[src/rtl/core/spsil_pkg.sv]
package spsil_pkg;

  typedef enum logic [1:0] {
    ACT_BEGIN = 2'd0,
    ACT_REG   = 2'd1,
    ACT_DRAIN = 2'd2
  } action_t;

  typedef enum logic [2:0] {
    STAT_DONE    = 3'd0,
    STAT_OTHER   = 3'd1,
    STAT_INVALID = 3'd2,
    STAT_FULL    = 3'd3,
    STAT_ENTRY   = 3'd4,
    STAT_EMPTY   = 3'd5
  } status_t;

  typedef enum logic [1:0] {
    PSEL_ZERO = 2'd0,
    PSEL_ITEM = 2'd1,
    PSEL_CELL = 2'd2
  } prio_sel_t;

  typedef enum logic [2:0] {
    S_IDLE,
    S_DEC,
    S_PROD,
    S_SUM,
    S_INS,
    S_EMIT,
    S_DRAIN
  } state_t;

  typedef struct packed {
    logic      capture;
    logic      clear;
    logic      prod;
    logic      sum;
    logic      insert;
    logic      drain_start;
    logic      rotate;
    logic      load_out;
    status_t   status;
    prio_sel_t prio_sel;
    logic      last;
  } dp_cmd_t;

  typedef struct packed {
    action_t action;
    logic    layer_valid;
    logic    proc_match;
    logic    full;
    logic    empty;
    logic    drain_last;
    logic    can_load;
  } dp_stat_t;

  localparam int PRIO_BITS = 32;
  localparam int STEP_BITS = 16;

endpackage

[src/rtl/core/spsil_ctrl.sv]
module spsil_ctrl (
  input  logic               clk,
  input  logic               rst,
  input  logic               s_tvalid,
  output logic               s_tready,
  input  spsil_pkg::dp_stat_t stat,
  output spsil_pkg::dp_cmd_t  cmd
);
  import spsil_pkg::*;

  state_t  state, state_next;
  status_t emit_status, emit_status_next;
  logic    emit_prio, emit_prio_next;

  always_ff @(posedge clk) begin
    if (rst) begin
      state       <= S_IDLE;
      emit_status <= STAT_DONE;
      emit_prio   <= 1'b0;
    end else begin
      state       <= state_next;
      emit_status <= emit_status_next;
      emit_prio   <= emit_prio_next;
    end
  end

  always_comb begin
    cmd              = '0;
    cmd.status       = STAT_DONE;
    cmd.prio_sel     = PSEL_ZERO;
    state_next       = state;
    emit_status_next = emit_status;
    emit_prio_next   = emit_prio;
    s_tready         = 1'b0;
    unique case (state)
      S_IDLE: begin
        s_tready = 1'b1;
        if (s_tvalid) begin
          cmd.capture = 1'b1;
          state_next  = S_DEC;
        end
      end
      S_DEC: begin
        emit_prio_next   = 1'b0;
        emit_status_next = STAT_DONE;
        state_next       = S_EMIT;
        unique case (stat.action)
          ACT_BEGIN: cmd.clear = 1'b1;
          ACT_REG: begin
            if (!stat.layer_valid) begin
              emit_status_next = STAT_INVALID;
            end else if (!stat.proc_match) begin
              emit_status_next = STAT_OTHER;
            end else begin
              state_next = S_PROD;
            end
          end
          ACT_DRAIN: begin
            if (stat.empty) begin
              emit_status_next = STAT_EMPTY;
            end else begin
              cmd.drain_start = 1'b1;
              state_next      = S_DRAIN;
            end
          end
          default: ;
        endcase
      end
      S_PROD: begin
        cmd.prod   = 1'b1;
        state_next = S_SUM;
      end
      S_SUM: begin
        cmd.sum    = 1'b1;
        state_next = S_INS;
      end
      S_INS: begin
        cmd.insert       = !stat.full;
        emit_prio_next   = 1'b1;
        emit_status_next = stat.full ? STAT_FULL : STAT_DONE;
        state_next       = S_EMIT;
      end
      S_EMIT: begin
        if (stat.can_load) begin
          cmd.load_out = 1'b1;
          cmd.status   = emit_status;
          cmd.prio_sel = emit_prio ? PSEL_ITEM : PSEL_ZERO;
          cmd.last     = 1'b1;
          state_next   = S_IDLE;
        end
      end
      S_DRAIN: begin
        if (stat.can_load) begin
          cmd.load_out = 1'b1;
          cmd.rotate   = 1'b1;
          cmd.status   = STAT_ENTRY;
          cmd.prio_sel = PSEL_CELL;
          cmd.last     = stat.drain_last;
          if (stat.drain_last) begin
            state_next = S_IDLE;
          end
        end
      end
      default: state_next = S_IDLE;
    endcase
  end

endmodule

[config.mk]
export PLATFORM = sky130hd
export DESIGN_NAME = spsil_ctrl
export DESIGN_NICKNAME = d
export VERILOG_FILES = /design/src/rtl/core/spsil_pkg.sv /design/src/rtl/core/spsil_ctrl.sv
export SDC_FILE = /design/constraint.sdc
export NUM_CORES = 1
export LEC_CHECK = 0
export BUFFER_PORTS_ARGS = -buffer_cell sky130_fd_sc_hd__buf_4
export CELL_PAD_IN_SITES_DETAIL_PLACEMENT = 0
export CELL_PAD_IN_SITES_GLOBAL_PLACEMENT = 1
export CORE_MARGIN = 2
export CORE_UTILIZATION = 28
export DETAILED_ROUTE_END_ITERATION = 7
export GPL_TIMING_DRIVEN = 0
export PLACE_DENSITY_LB_ADDON = 0.1
export SLEW_MARGIN = 5
export SYNTH_ARGS = -nofsm -noshare
export SYNTH_HDL_FRONTEND = slang
export SYNTH_SLANG_ARGS = --single-unit
[constraint.sdc]
create_clock -name clk -period 1.44 [get_ports clk]
set_clock_uncertainty 0.15 [all_clocks]
set_input_delay 0.288 -clock clk [delete_from_list [all_inputs] [get_ports clk]]
set_output_delay 0.288 -clock clk [all_outputs]
set_load 0.05 [all_outputs]
==> metrics.yaml <==
critical_path:
  reg2reg_from: "state[2]"
  path_class: "reg -> out"
  cp-end-kind: "primary output"
  cp.arrival_ns: 1.32
  r2r_end: "state[0]"
  rrSetupSlack_ns: -0.20
  required_ns: 1.00
  r2r_cells: 5
  start_kind: "flop"
  crit_fanout: 4
worst_hold_path:
  whs_path_depth: 3
  hold_class: "in -> reg"
  min-delay-start: "stat[1]"
  hold_path_end: "state[1]"
power:
  sw_frac_of_total_pct: 38.1
  pwr-share-comb_pct: 58.0
  clkPwrFrac_pct: 18.3
  power_switching_mw: 0.393
  seqPwrFrac_pct: 23.7
  p_leak_nw: 0.585
  p_per_area_mw_per_mm2: 755
  peakVddDrop_uv: 421
  total_power_mw: 1.03
  p_int_mw: 0.638
finish:
  final_nets: 147
  antenna_cells: 0
  regArea_um2: 151
  mostFrequentLayoutCell: "buf_4"
  finish.utilization_pct: 62.9
  area.growth.synth_to_final_pct: 118
  drive_above_1_share_pct: 63.4
  nFillCells: 185
  multi_input_area_um2: 606
  final_cell_mix: "buf_4 (23), buf_8 (10), buf_6 (9)"
  design_area_mm2: 0.00137
clock_tree:
  hold_buffers: 0
  htreeDepth: 1
  clk-insertion-delay-late_ns: 0.26
  cts_tree: "yes"
  path_clk_slew_ns: 0.06
  clockRootBuffer: "clkbuf_4"
  cts_sinks: 7
  numCtsBuffers: 3
  cts_buffer_depth: 2
routing:
  drtIter0Drc: 14
  ant_nets: 0
  firstDrtPassIters: 4
  drc_errors: 0
  wire_per_inst_um: 13.2
  via_per_inst: 4.96
  finalWirelength_um: 2110
  dr_total_vias: 788
global_routing:
  first_global_vias: 746
  antenna_found_initial: 0
  overflow: 0
  track_usage_pct: 17.1
  grt_first_pass_wirelength_um: 3330
  grt_max_degree: 11
sta:
  setup_ws_ns: -0.314
  clock.fmax_mhz: 570
  fin_crit_sh_pct: 122
  finalHoldViolCount: 0
  worst_slew_pin_slew_ns: 0.466
  setup_violations: 17
  slew_headroom_pct: 68.9
  slew_viol_final: 0
  fin_crit_ns: 1.75
  rsz0062_at_grt: "true"
placement:
  gp_congestion: 0.728
  post-dp-hpwl_um: 1320
  place_area_um2: 972
  place.port_buffers: 24
synthesis:
  yosys.area_share.adder_pct: 7.98
  synth_warnings: 0
  synth_seq_cells: 7
  synth_top_family_by_area: "simple AND/OR/NAND/NOR gates"
  synth_mux_area_share_pct: 0
  synth-compound-area-share_pct: 25.7
  yosysUniqueCellTypes: 34
  syn_area_um2: 627
  syn_avg_cell_area_um2: 7.37
  netlist_instances: 85
  ys_seq_area_share_pct: 22.4
  syn-num-nets: 100
  synth_xor_area_share_pct: 0
  synth-simple-area-share_pct: 36.5
floorplan:
  die_x_um: 51.3
  floorplan.initialDensity_pct: 28.9
  ios: 26
  die_y_um: 51.3
  die_area_mm2: 0.00263
  rows: 17
  core_mm2: 0.00217
status:
  outcome: "complete, but fails checks"
  violations: "setup timing"
job:
  maxCapViolations: 0
[metrics by stage]
step	hold slack (ns)	setup TNS, ns	instances	worst slack, ns
2_1_floorplan	0.296	-2.16	85	-0.423
3_3_place_gp	0.313	-3.44	137	-0.395
3_5_place_dp	0.316	-3.44	137	-0.379
4_1_cts	0.224	-4.31	156	-0.310
5_1_grt	0.238	-4.93	159	-0.380
6_report	0.226	-4.14	159	-0.314
[worst max-delay path by stage]
| stage | slack (ns) | cells past startpoint | end | from |
|---|---|---|---|---|
| 3_3_place_gp | -0.39 | 4 | cmd[9] | state[2] |
| 2_1_floorplan | -0.42 | 4 | cmd[13] | state[0] |
| 6_report | -0.31 | 5 | cmd[0] | state[0] |
| 5_1_grt | -0.38 | 5 | cmd[13] | state[0] |
| 4_1_cts | -0.31 | 5 | cmd[13] | state[2] |
| 3_5_place_dp | -0.38 | 4 | cmd[9] | state[2] |
[power groups by stage]
stage	clock, mW	sequential, mW	combinational [mW]
6_report	0.189	0.244	0.598
5_1_grt	0.208	0.248	0.635
4_1_cts	0.192	0.229	0.584
3_5_place_dp	0	0.235	0.399
3_3_place_gp	0	0.234	0.399
2_1_floorplan	0	0.230	0.303
[per-layer routing]
metal	up-vias	wire length [µm]	global-route usage, %
li1	393	-	-
met1	376	949	20.9
met2	17	1070	29.0
met3	2	75	5.26
met4	0	12	4.82
met5	-	0	0
[timing repair]
action,CTS,global route
setup endpoints to repair,18,18
setup buffers,15,4
resized for setup,39,16
gates cloned,0,1
pin swaps,10,4
[cell usage after synthesis (all sizes together)]
master	count	area share, %
nand2	7	4.2
a22o	1	1.4
and3	3	3.0
nor2	8	4.8
dfxtp	7	22
inv	4	2.4
nand3b	1	1.2
nand4	1	1.0
a21o	4	4.8
and4b	1	1.6
o211ai	1	1.2
nor4b	1	1.4
nor3b	2	2.4
nand4b	1	1.4
or4	1	1.2
o2bb2ai	1	1.4
ha	4	8.0
a32oi	1	1.4
nand2b	3	3.0
o21bai	1	1.2
buf	3	3.2
a21oi	6	4.8
and4bb	1	2.0
nand3	1	0.80
nor2b	1	1.0
and2	6	6.0
o21ai	5	4.0
a31o	1	1.4
nor3	2	1.6
a31oi	1	1.0
clkbuf	3	1.8
a21bo	2	3.2
[worst max-delay path, stage by stage (launching register included)]
cell and delay [ns]:
dfxtp_4 0.35, buf_6 0.12, nand2b_4 0.16, nor2_4 0.15, a21o_4 0.14, buf_8 0.13
[cell type report]
class,instances,area share [%]
inverter,4,1.10
multi-input combinational,68,44.4
tap,28,2.57
buffer,5,5.04
timing repair buffer,43,33.9
sequential,7,11.1
clock buffer,4,1.92
[logic make-up (layout without fill, tap and decap cells)]
kind of cell	after synthesis	count (layout)
AO/OA/AOI/OAI	24	24
adder cells (fa/ha/maj)	4	4
buffers and inverters	10	56
flip-flops	7	7
AND/OR/NAND/NOR	40	40
[registers in the layout, summed over array words and instances (netlist names)]
signal,flops
state,3
emit_status,3
emit_prio,1
(Power assumes the default switching activity.)
