**config.mk**
```make
export PLATFORM = sky130hd
export DESIGN_NAME = spsil_dp
export DESIGN_NICKNAME = d
export VERILOG_FILES = /design/src/rtl/core/spsil_pkg.sv /design/src/rtl/core/spsil_dp.sv
export SDC_FILE = /design/constraint.sdc
export NUM_CORES = 2
export LEC_CHECK = 0
export BUFFER_PORTS_ARGS = -buffer_cell sky130_fd_sc_hd__buf_4
export CELL_PAD_IN_SITES_DETAIL_PLACEMENT = 1
export CELL_PAD_IN_SITES_GLOBAL_PLACEMENT = 1
export CORE_MARGIN = 3
export CORE_UTILIZATION = 45
export CTS_CLUSTER_DIAMETER = 40
export DETAILED_ROUTE_END_ITERATION = 10
export PLACE_DENSITY = 0.71
export SKIP_CTS_REPAIR_TIMING = 1
export SYNTH_ARGS = -nofsm -noshare
export SYNTH_HDL_FRONTEND = slang
export SYNTH_SLANG_ARGS = --single-unit
```
**constraint.sdc**
```tcl
create_clock -name clk -period 16 [get_ports clk]
set_input_delay 2.4 -clock clk [delete_from_list [all_inputs] [get_ports clk]]
set_output_delay 2.4 -clock clk [all_outputs]
set_load 0.05 [all_outputs]
```
**src/rtl/core/spsil_pkg.sv**
```systemverilog
package spsil_pkg;

  typedef enum logic [1:0] {
    ACT_BEGIN = 2'd0,
    ACT_REG   = 2'd1,
    ACT_DRAIN = 2'd2
  } action_t;

  typedef enum logic [2:0] {
    STAT_DONE    = 3'd0,
    STAT_OTHER   = 3'd1,
    STAT_INVALID = 3'd2,
    STAT_FULL    = 3'd3,
    STAT_ENTRY   = 3'd4,
    STAT_EMPTY   = 3'd5
  } status_t;

  typedef enum logic [1:0] {
    PSEL_ZERO = 2'd0,
    PSEL_ITEM = 2'd1,
    PSEL_CELL = 2'd2
  } prio_sel_t;

  typedef enum logic [2:0] {
    S_IDLE,
    S_DEC,
    S_PROD,
    S_SUM,
    S_INS,
    S_EMIT,
    S_DRAIN
  } state_t;

  typedef struct packed {
    logic      capture;
    logic      clear;
    logic      prod;
    logic      sum;
    logic      insert;
    logic      drain_start;
    logic      rotate;
    logic      load_out;
    status_t   status;
    prio_sel_t prio_sel;
    logic      last;
  } dp_cmd_t;

  typedef struct packed {
    action_t action;
    logic    layer_valid;
    logic    proc_match;
    logic    full;
    logic    empty;
    logic    drain_last;
    logic    can_load;
  } dp_stat_t;

  localparam int PRIO_BITS = 32;
  localparam int STEP_BITS = 16;

endpackage

```
**src/rtl/core/spsil_dp.sv**
```systemverilog
module spsil_dp #(
  parameter int CAPACITY = 32,
  parameter int TAG_BITS = 10
) (
  input  logic                                clk,
  input  logic                                rst,
  input  spsil_pkg::dp_cmd_t                  cmd,
  output spsil_pkg::dp_stat_t                 stat,
  input  logic [1:0]                          in_action,
  input  logic [2:0]                          in_process,
  input  logic [TAG_BITS-1:0]                 in_tag,
  input  logic                                in_layer_valid,
  input  logic [5:0]                          in_layer,
  input  logic signed [7:0]                   in_offset,
  input  logic signed [15:0]                  in_adjust,
  input  logic [spsil_pkg::STEP_BITS-1:0]     layer_step,
  input  logic [spsil_pkg::STEP_BITS-1:0]     offset_step,
  input  logic                                m_tready,
  output logic                                m_tvalid,
  output spsil_pkg::status_t                  out_status,
  output logic [TAG_BITS-1:0]                 out_tag,
  output logic signed [spsil_pkg::PRIO_BITS-1:0] out_prio,
  output logic                                out_last
);
  import spsil_pkg::*;

  localparam int CW = $clog2(CAPACITY + 1);

  logic [1:0]                  item_action;
  logic [2:0]                  item_process;
  logic [TAG_BITS-1:0]         item_tag;
  logic                        item_valid;
  logic [5:0]                  item_layer;
  logic signed [7:0]           item_offset;
  logic signed [15:0]          item_adjust;
  logic [21:0]                 prod_layer;
  logic signed [24:0]          prod_off;
  logic signed [PRIO_BITS-1:0] item_prio;

  logic [2:0]    cur_proc;
  logic [CW-1:0] count;
  logic [CW-1:0] count_m1;
  logic [CW-1:0] remaining;

  logic [TAG_BITS-1:0]         cell_tag  [CAPACITY];
  logic signed [PRIO_BITS-1:0] cell_prio [CAPACITY];
  logic [CAPACITY-1:0]         lower;

  assign count_m1 = count - 1'b1;

  always_ff @(posedge clk) begin
    if (cmd.capture) begin
      item_action  <= in_action;
      item_process <= in_process;
      item_tag     <= in_tag;
      item_valid   <= in_layer_valid;
      item_layer   <= in_layer;
      item_offset  <= in_offset;
      item_adjust  <= in_adjust;
    end
    if (cmd.prod) begin
      prod_layer <= 22'(item_layer) * 22'(layer_step);
      prod_off   <= 25'(item_offset) * $signed({9'b0, offset_step});
    end
    if (cmd.sum) begin
      item_prio <= $signed({10'b0, prod_layer}) + 32'(prod_off) + 32'(item_adjust);
    end
    if (cmd.drain_start) begin
      remaining <= count;
    end else if (cmd.rotate) begin
      remaining <= remaining - 1'b1;
    end
  end

  always_ff @(posedge clk) begin
    if (rst) begin
      cur_proc <= '0;
      count    <= '0;
    end else if (cmd.clear) begin
      cur_proc <= item_process;
      count    <= '0;
    end else if (cmd.insert) begin
      count <= count + 1'b1;
    end
  end

  for (genvar i = 0; i < CAPACITY; i++) begin : g_cell
    localparam int NXT = (i + 1) % CAPACITY;
    localparam int PRV = (i > 0) ? i - 1 : 0;

    assign lower[i] = (CW'(i) < count) && (cell_prio[i] < item_prio);

    always_ff @(posedge clk) begin
      if (cmd.insert) begin
        if (i > 0 && lower[PRV]) begin
          cell_tag[i]  <= cell_tag[PRV];
          cell_prio[i] <= cell_prio[PRV];
        end else if (lower[i] || CW'(i) == count) begin
          cell_tag[i]  <= item_tag;
          cell_prio[i] <= item_prio;
        end
      end else if (cmd.rotate) begin
        if (CW'(i) == count_m1) begin
          cell_tag[i]  <= cell_tag[0];
          cell_prio[i] <= cell_prio[0];
        end else begin
          cell_tag[i]  <= cell_tag[NXT];
          cell_prio[i] <= cell_prio[NXT];
        end
      end
    end
  end

  always_ff @(posedge clk) begin
    if (rst) begin
      m_tvalid <= 1'b0;
    end else if (cmd.load_out) begin
      m_tvalid <= 1'b1;
    end else if (m_tready) begin
      m_tvalid <= 1'b0;
    end
  end

  always_ff @(posedge clk) begin
    if (cmd.load_out) begin
      out_status <= cmd.status;
      out_last   <= cmd.last;
      case (cmd.prio_sel)
        PSEL_ITEM: begin
          out_tag  <= '0;
          out_prio <= item_prio;
        end
        PSEL_CELL: begin
          out_tag  <= cell_tag[0];
          out_prio <= cell_prio[0];
        end
        default: begin
          out_tag  <= '0;
          out_prio <= '0;
        end
      endcase
    end
  end

  assign stat.action      = action_t'(item_action);
  assign stat.layer_valid = item_valid;
  assign stat.proc_match  = (item_process == cur_proc);
  assign stat.full        = (count == CW'(CAPACITY));
  assign stat.empty       = (count == '0);
  assign stat.drain_last  = (remaining == CW'(1));
  assign stat.can_load    = !m_tvalid || m_tready;

endmodule

```
==> run summary <==
The number of antenna violations at the first check in global routing is 14, and the clock-pin slew on the worst setup and hold paths is 50 ps. Counting flops with a built-in enable in the synthesized netlist gives 1516. Once detail routing completed, the nets flagged for antenna violations numbered 0. The kind of critical path was flip-flop to flip-flop.

In this run, synthesis produced a sequential element count of 1526. The tools report the number of cell rows as 183. The H-tree generated during clock tree synthesis spans 5 levels.

At the end of the flow, the number of nets in the layout was 12724. Summing every instance area after synthesis gives 114000 um2. Count of buffers inserted at the top-level ports: 149. Static leakage: 51.6 nW.

The max-cap violation count was 0; the average wire per cell in the routed design was 32.5 um. The register area share after synthesis was 40.2%. The final count of pins violating max slew came out at 0. Most common cell after layout, fill and taps aside: sky130_fd_sc_hd__edfxtp_1. Setup violations remaining at the end of the flow were counted as 0. The tools report the sum of net half-perimeters after detailed placement as 339000 um. Root buffer cell: sky130_fd_sc_hd__clkbuf_16. The area growth from synthesis to final layout is 15.0%, and the post-layout instance count excluding filler cells is 14946. At the pin with the least slew margin, the transition time is 1230 ps. For the critical path data required time, the log shows 16570 ps.

The sequential cells in the finished layout cover a total of 45700 um2. Measured along the y axis, the die boundary spans 509 um. In the final layout, the multi-input gates occupy 64400 um2. The number of violations reported at the end of detailed-routing iteration 0 is 10958, and the power density relative to cell area is 162 nW/um2. The tools report the least setup slack across all paths after layout as 8920 ps. For the effective utilization at floorplan, the log shows 45.5%.

In the synthesized netlist, the number of instances is 11479. Clock tree synthesis inserted a total of 350 buffers. The worst path uses 44.3% of the clock period.

For the worst-skew pair, the clock arrives at the later sink with an insertion delay of 980 ps. Setup repair after global routing left no endpoint under its margin. The maximum fanout along the worst path came out at 94. In the routed design, unresolved DRC markers number 0. TritonCTS built the clock tree. Placeable core region: 250000 um2. STA classifies the critical path startpoint as a flip-flop. The run finished with clean final reports. Synthesis produced a netlist with a net count of 12858.

IR analysis of the VDD net gives a maximum drop of 0.108 mV. The first detailed-routing pass took 9 iterations. The startpoint identified for the worst hold timing path is m_tvalid. The last weighted congestion value of the routability-driven placer is 0.919, and the number of hold violations in the final report is 0. The proportion of layout cells with a drive suffix above 1 is 11.0%.

The worst min-delay path class was flip-flop to flip-flop. The worst setup path is captured at a flip-flop. The setup TNS was 0 ps; the post-synthesis cell type count was 97. The fill cell total of the finished layout is 27080. After detailed routing, the number of vias per cell comes to 6.94. The first global-routing pass estimated 720000 um of wire. In this run, placement finished with an instance count of 14323. The critical path launch point is item_prio[30]. For the number of vias in the routed layout, the log shows 103739.

After detailed placement, the total cell area comes to 119000 um2. The number of top-level design ports was 150. The worst slack at placement was 8170 ps.

The run gives 0 as the total grt overflow. For this run, the leading register cell type out of synthesis is sky130_fd_sc_hd__edfxtp_1. Headroom to the max-slew limit came out at 17.2%. Leaving out fill and tap cells, the most frequent cells in the layout are sky130_fd_sc_hd__edfxtp_1, sky130_fd_sc_hd__nand2_1, sky130_fd_sc_hd__ha_1. The run gives 126 as the maximum number of pins on one net before global-route repair. The startpoint of the lowest-slack register-to-register path was item_prio[30].

Counting along the longest clock path gives a buffer depth of 4. Between clock sinks in the finished design, the worst skew comes to 60.5 ps. The share of synthesized flip-flops with an asynchronous set or reset works out to 0%. CTS saw 1526 sinks. Subtracting the final worst setup slack from the clock period gives 7080 ps. The tools report the upper clock frequency limit as 0.141 GHz. The final wirelength was 486000 um; the arrival time at the worst endpoint was 7660 ps. The number of global-route vias before repair was 108978; the number of synthesis warnings was 0. The floorplan die area is 259000 um2. The mean post-synth cell area is 9.91 um2, and the horizontal extent of the die is 509 um.

Power comes to 21.2 mW. For this run, the total global-route usage over all layers was measured as 36.6%. The final design area excluding fillers is 131000 um2.
path summary, 6_finish.rpt:
check	endpoint	slack, ps	depth (start not counted)
worst max register to register	cell_tag[0][50]	8920	13
worst min-delay path	m_tvalid	500	2
worst min register to register	m_tvalid	500	2
worst max-delay path	cell_tag[0][50]	8920	13
metrics by stage:
stage / hold slack [ps] / util (%)
2_1_floorplan: 481 / -
3_3_place_gp: 490 / 47.5
3_5_place_dp: 495 / 47.5
4_1_cts: 508 / 52.3
5_1_grt: 517 / 52.3
6_report: 503 / 52.3
layout make-up:
cell class,instances,area share [%]
antenna,4,0.00765
clock buffer,387,6.93
clock inverter,232,2.24
inverter,291,0.840
tap,3330,3.18
sequential,1526,34.9
timing repair buffer,458,2.66
multi-input combinational,8718,49.2
routing by layer:
layer / routed length (um) / track usage, % / vias up / part of all wire, %
met5: 84 / 0 / - / 0.017
met3: 41600 / 6.88 / 1653 / 8.6
li1: - / - / 43779 / -
met1: 187000 / 45.8 / 52659 / 38
met4: 34200 / 21.8 / 14 / 7.0
met2: 223000 / 59.0 / 5634 / 46
registers in the layout, summed over array words and instances, names as in the netlist, 8 cells and up:
| signal | cells |
|---|---|
| cell_prio | 1024 |
| cell_tag | 320 |
| item_adjust | 16 |
| item_offset | 8 |
| item_prio | 27 |
| item_tag | 10 |
| out_prio | 32 |
| out_tag | 10 |
| prod_layer | 22 |
| prod_off | 25 |
logic make-up (layout without fill, tap and decap cells):
logic type	after synthesis	in the layout	synth area share (%)
fa+ha+maj	1284	1284	15.2
buf+inv	1235	1368	4.31
other cells	0	4	0
mux	495	495	4.37
compound gates	2977	2977	19.0
xor+xnor	72	72	0.554
simple gates	3890	3890	16.4
flops	1526	1526	40.2
synthesized netlist by cell type, types with 210 or more instances:
cell type                  instances  area [um2]
sky130_fd_sc_hd__o211ai_1        237        1780
sky130_fd_sc_hd__a21o_1          210        1580
sky130_fd_sc_hd__clkbuf_1        765        2870
sky130_fd_sc_hd__inv_1           258         968
sky130_fd_sc_hd__o21ai_0         468        2340
sky130_fd_sc_hd__ha_1           1119       14000
sky130_fd_sc_hd__a21oi_1         422        2110
sky130_fd_sc_hd__nand3_1         502        2510
sky130_fd_sc_hd__mux2i_1         478        4780
sky130_fd_sc_hd__nand2_1        1307        4910
sky130_fd_sc_hd__a22oi_1         240        1800
sky130_fd_sc_hd__nor2_1         1027        3850
sky130_fd_sc_hd__edfxtp_1       1516       45500
sky130_fd_sc_hd__a41oi_1         331        2900
worst max-delay path, stage by stage, from the launching register on:
cell and delay, ps:
sky130_fd_sc_hd__edfxtp_1 360, sky130_fd_sc_hd__buf_4 320, sky130_fd_sc_hd__inv_8 500, sky130_fd_sc_hd__buf_4 710, sky130_fd_sc_hd__ha_1 350, sky130_fd_sc_hd__and4_1 250, sky130_fd_sc_hd__nor4b_1 970, sky130_fd_sc_hd__o311a_1 310
sky130_fd_sc_hd__o21ai_0 310, sky130_fd_sc_hd__a41oi_1 500, sky130_fd_sc_hd__o21a_2 200, sky130_fd_sc_hd__buf_4 680, sky130_fd_sc_hd__o21bai_4 270, sky130_fd_sc_hd__buf_4 680
power breakdown:
part	leakage (nW)	internal [mW]	switching, mW	total (mW)
clock	5.75	5.03	2.52	7.55
sequential	14.5	5.18	0.540	5.72
combinational	31.4	2.74	5.17	7.91
total	51.6	12.9	8.23	21.2
Power figures use the tool's default switching activity.
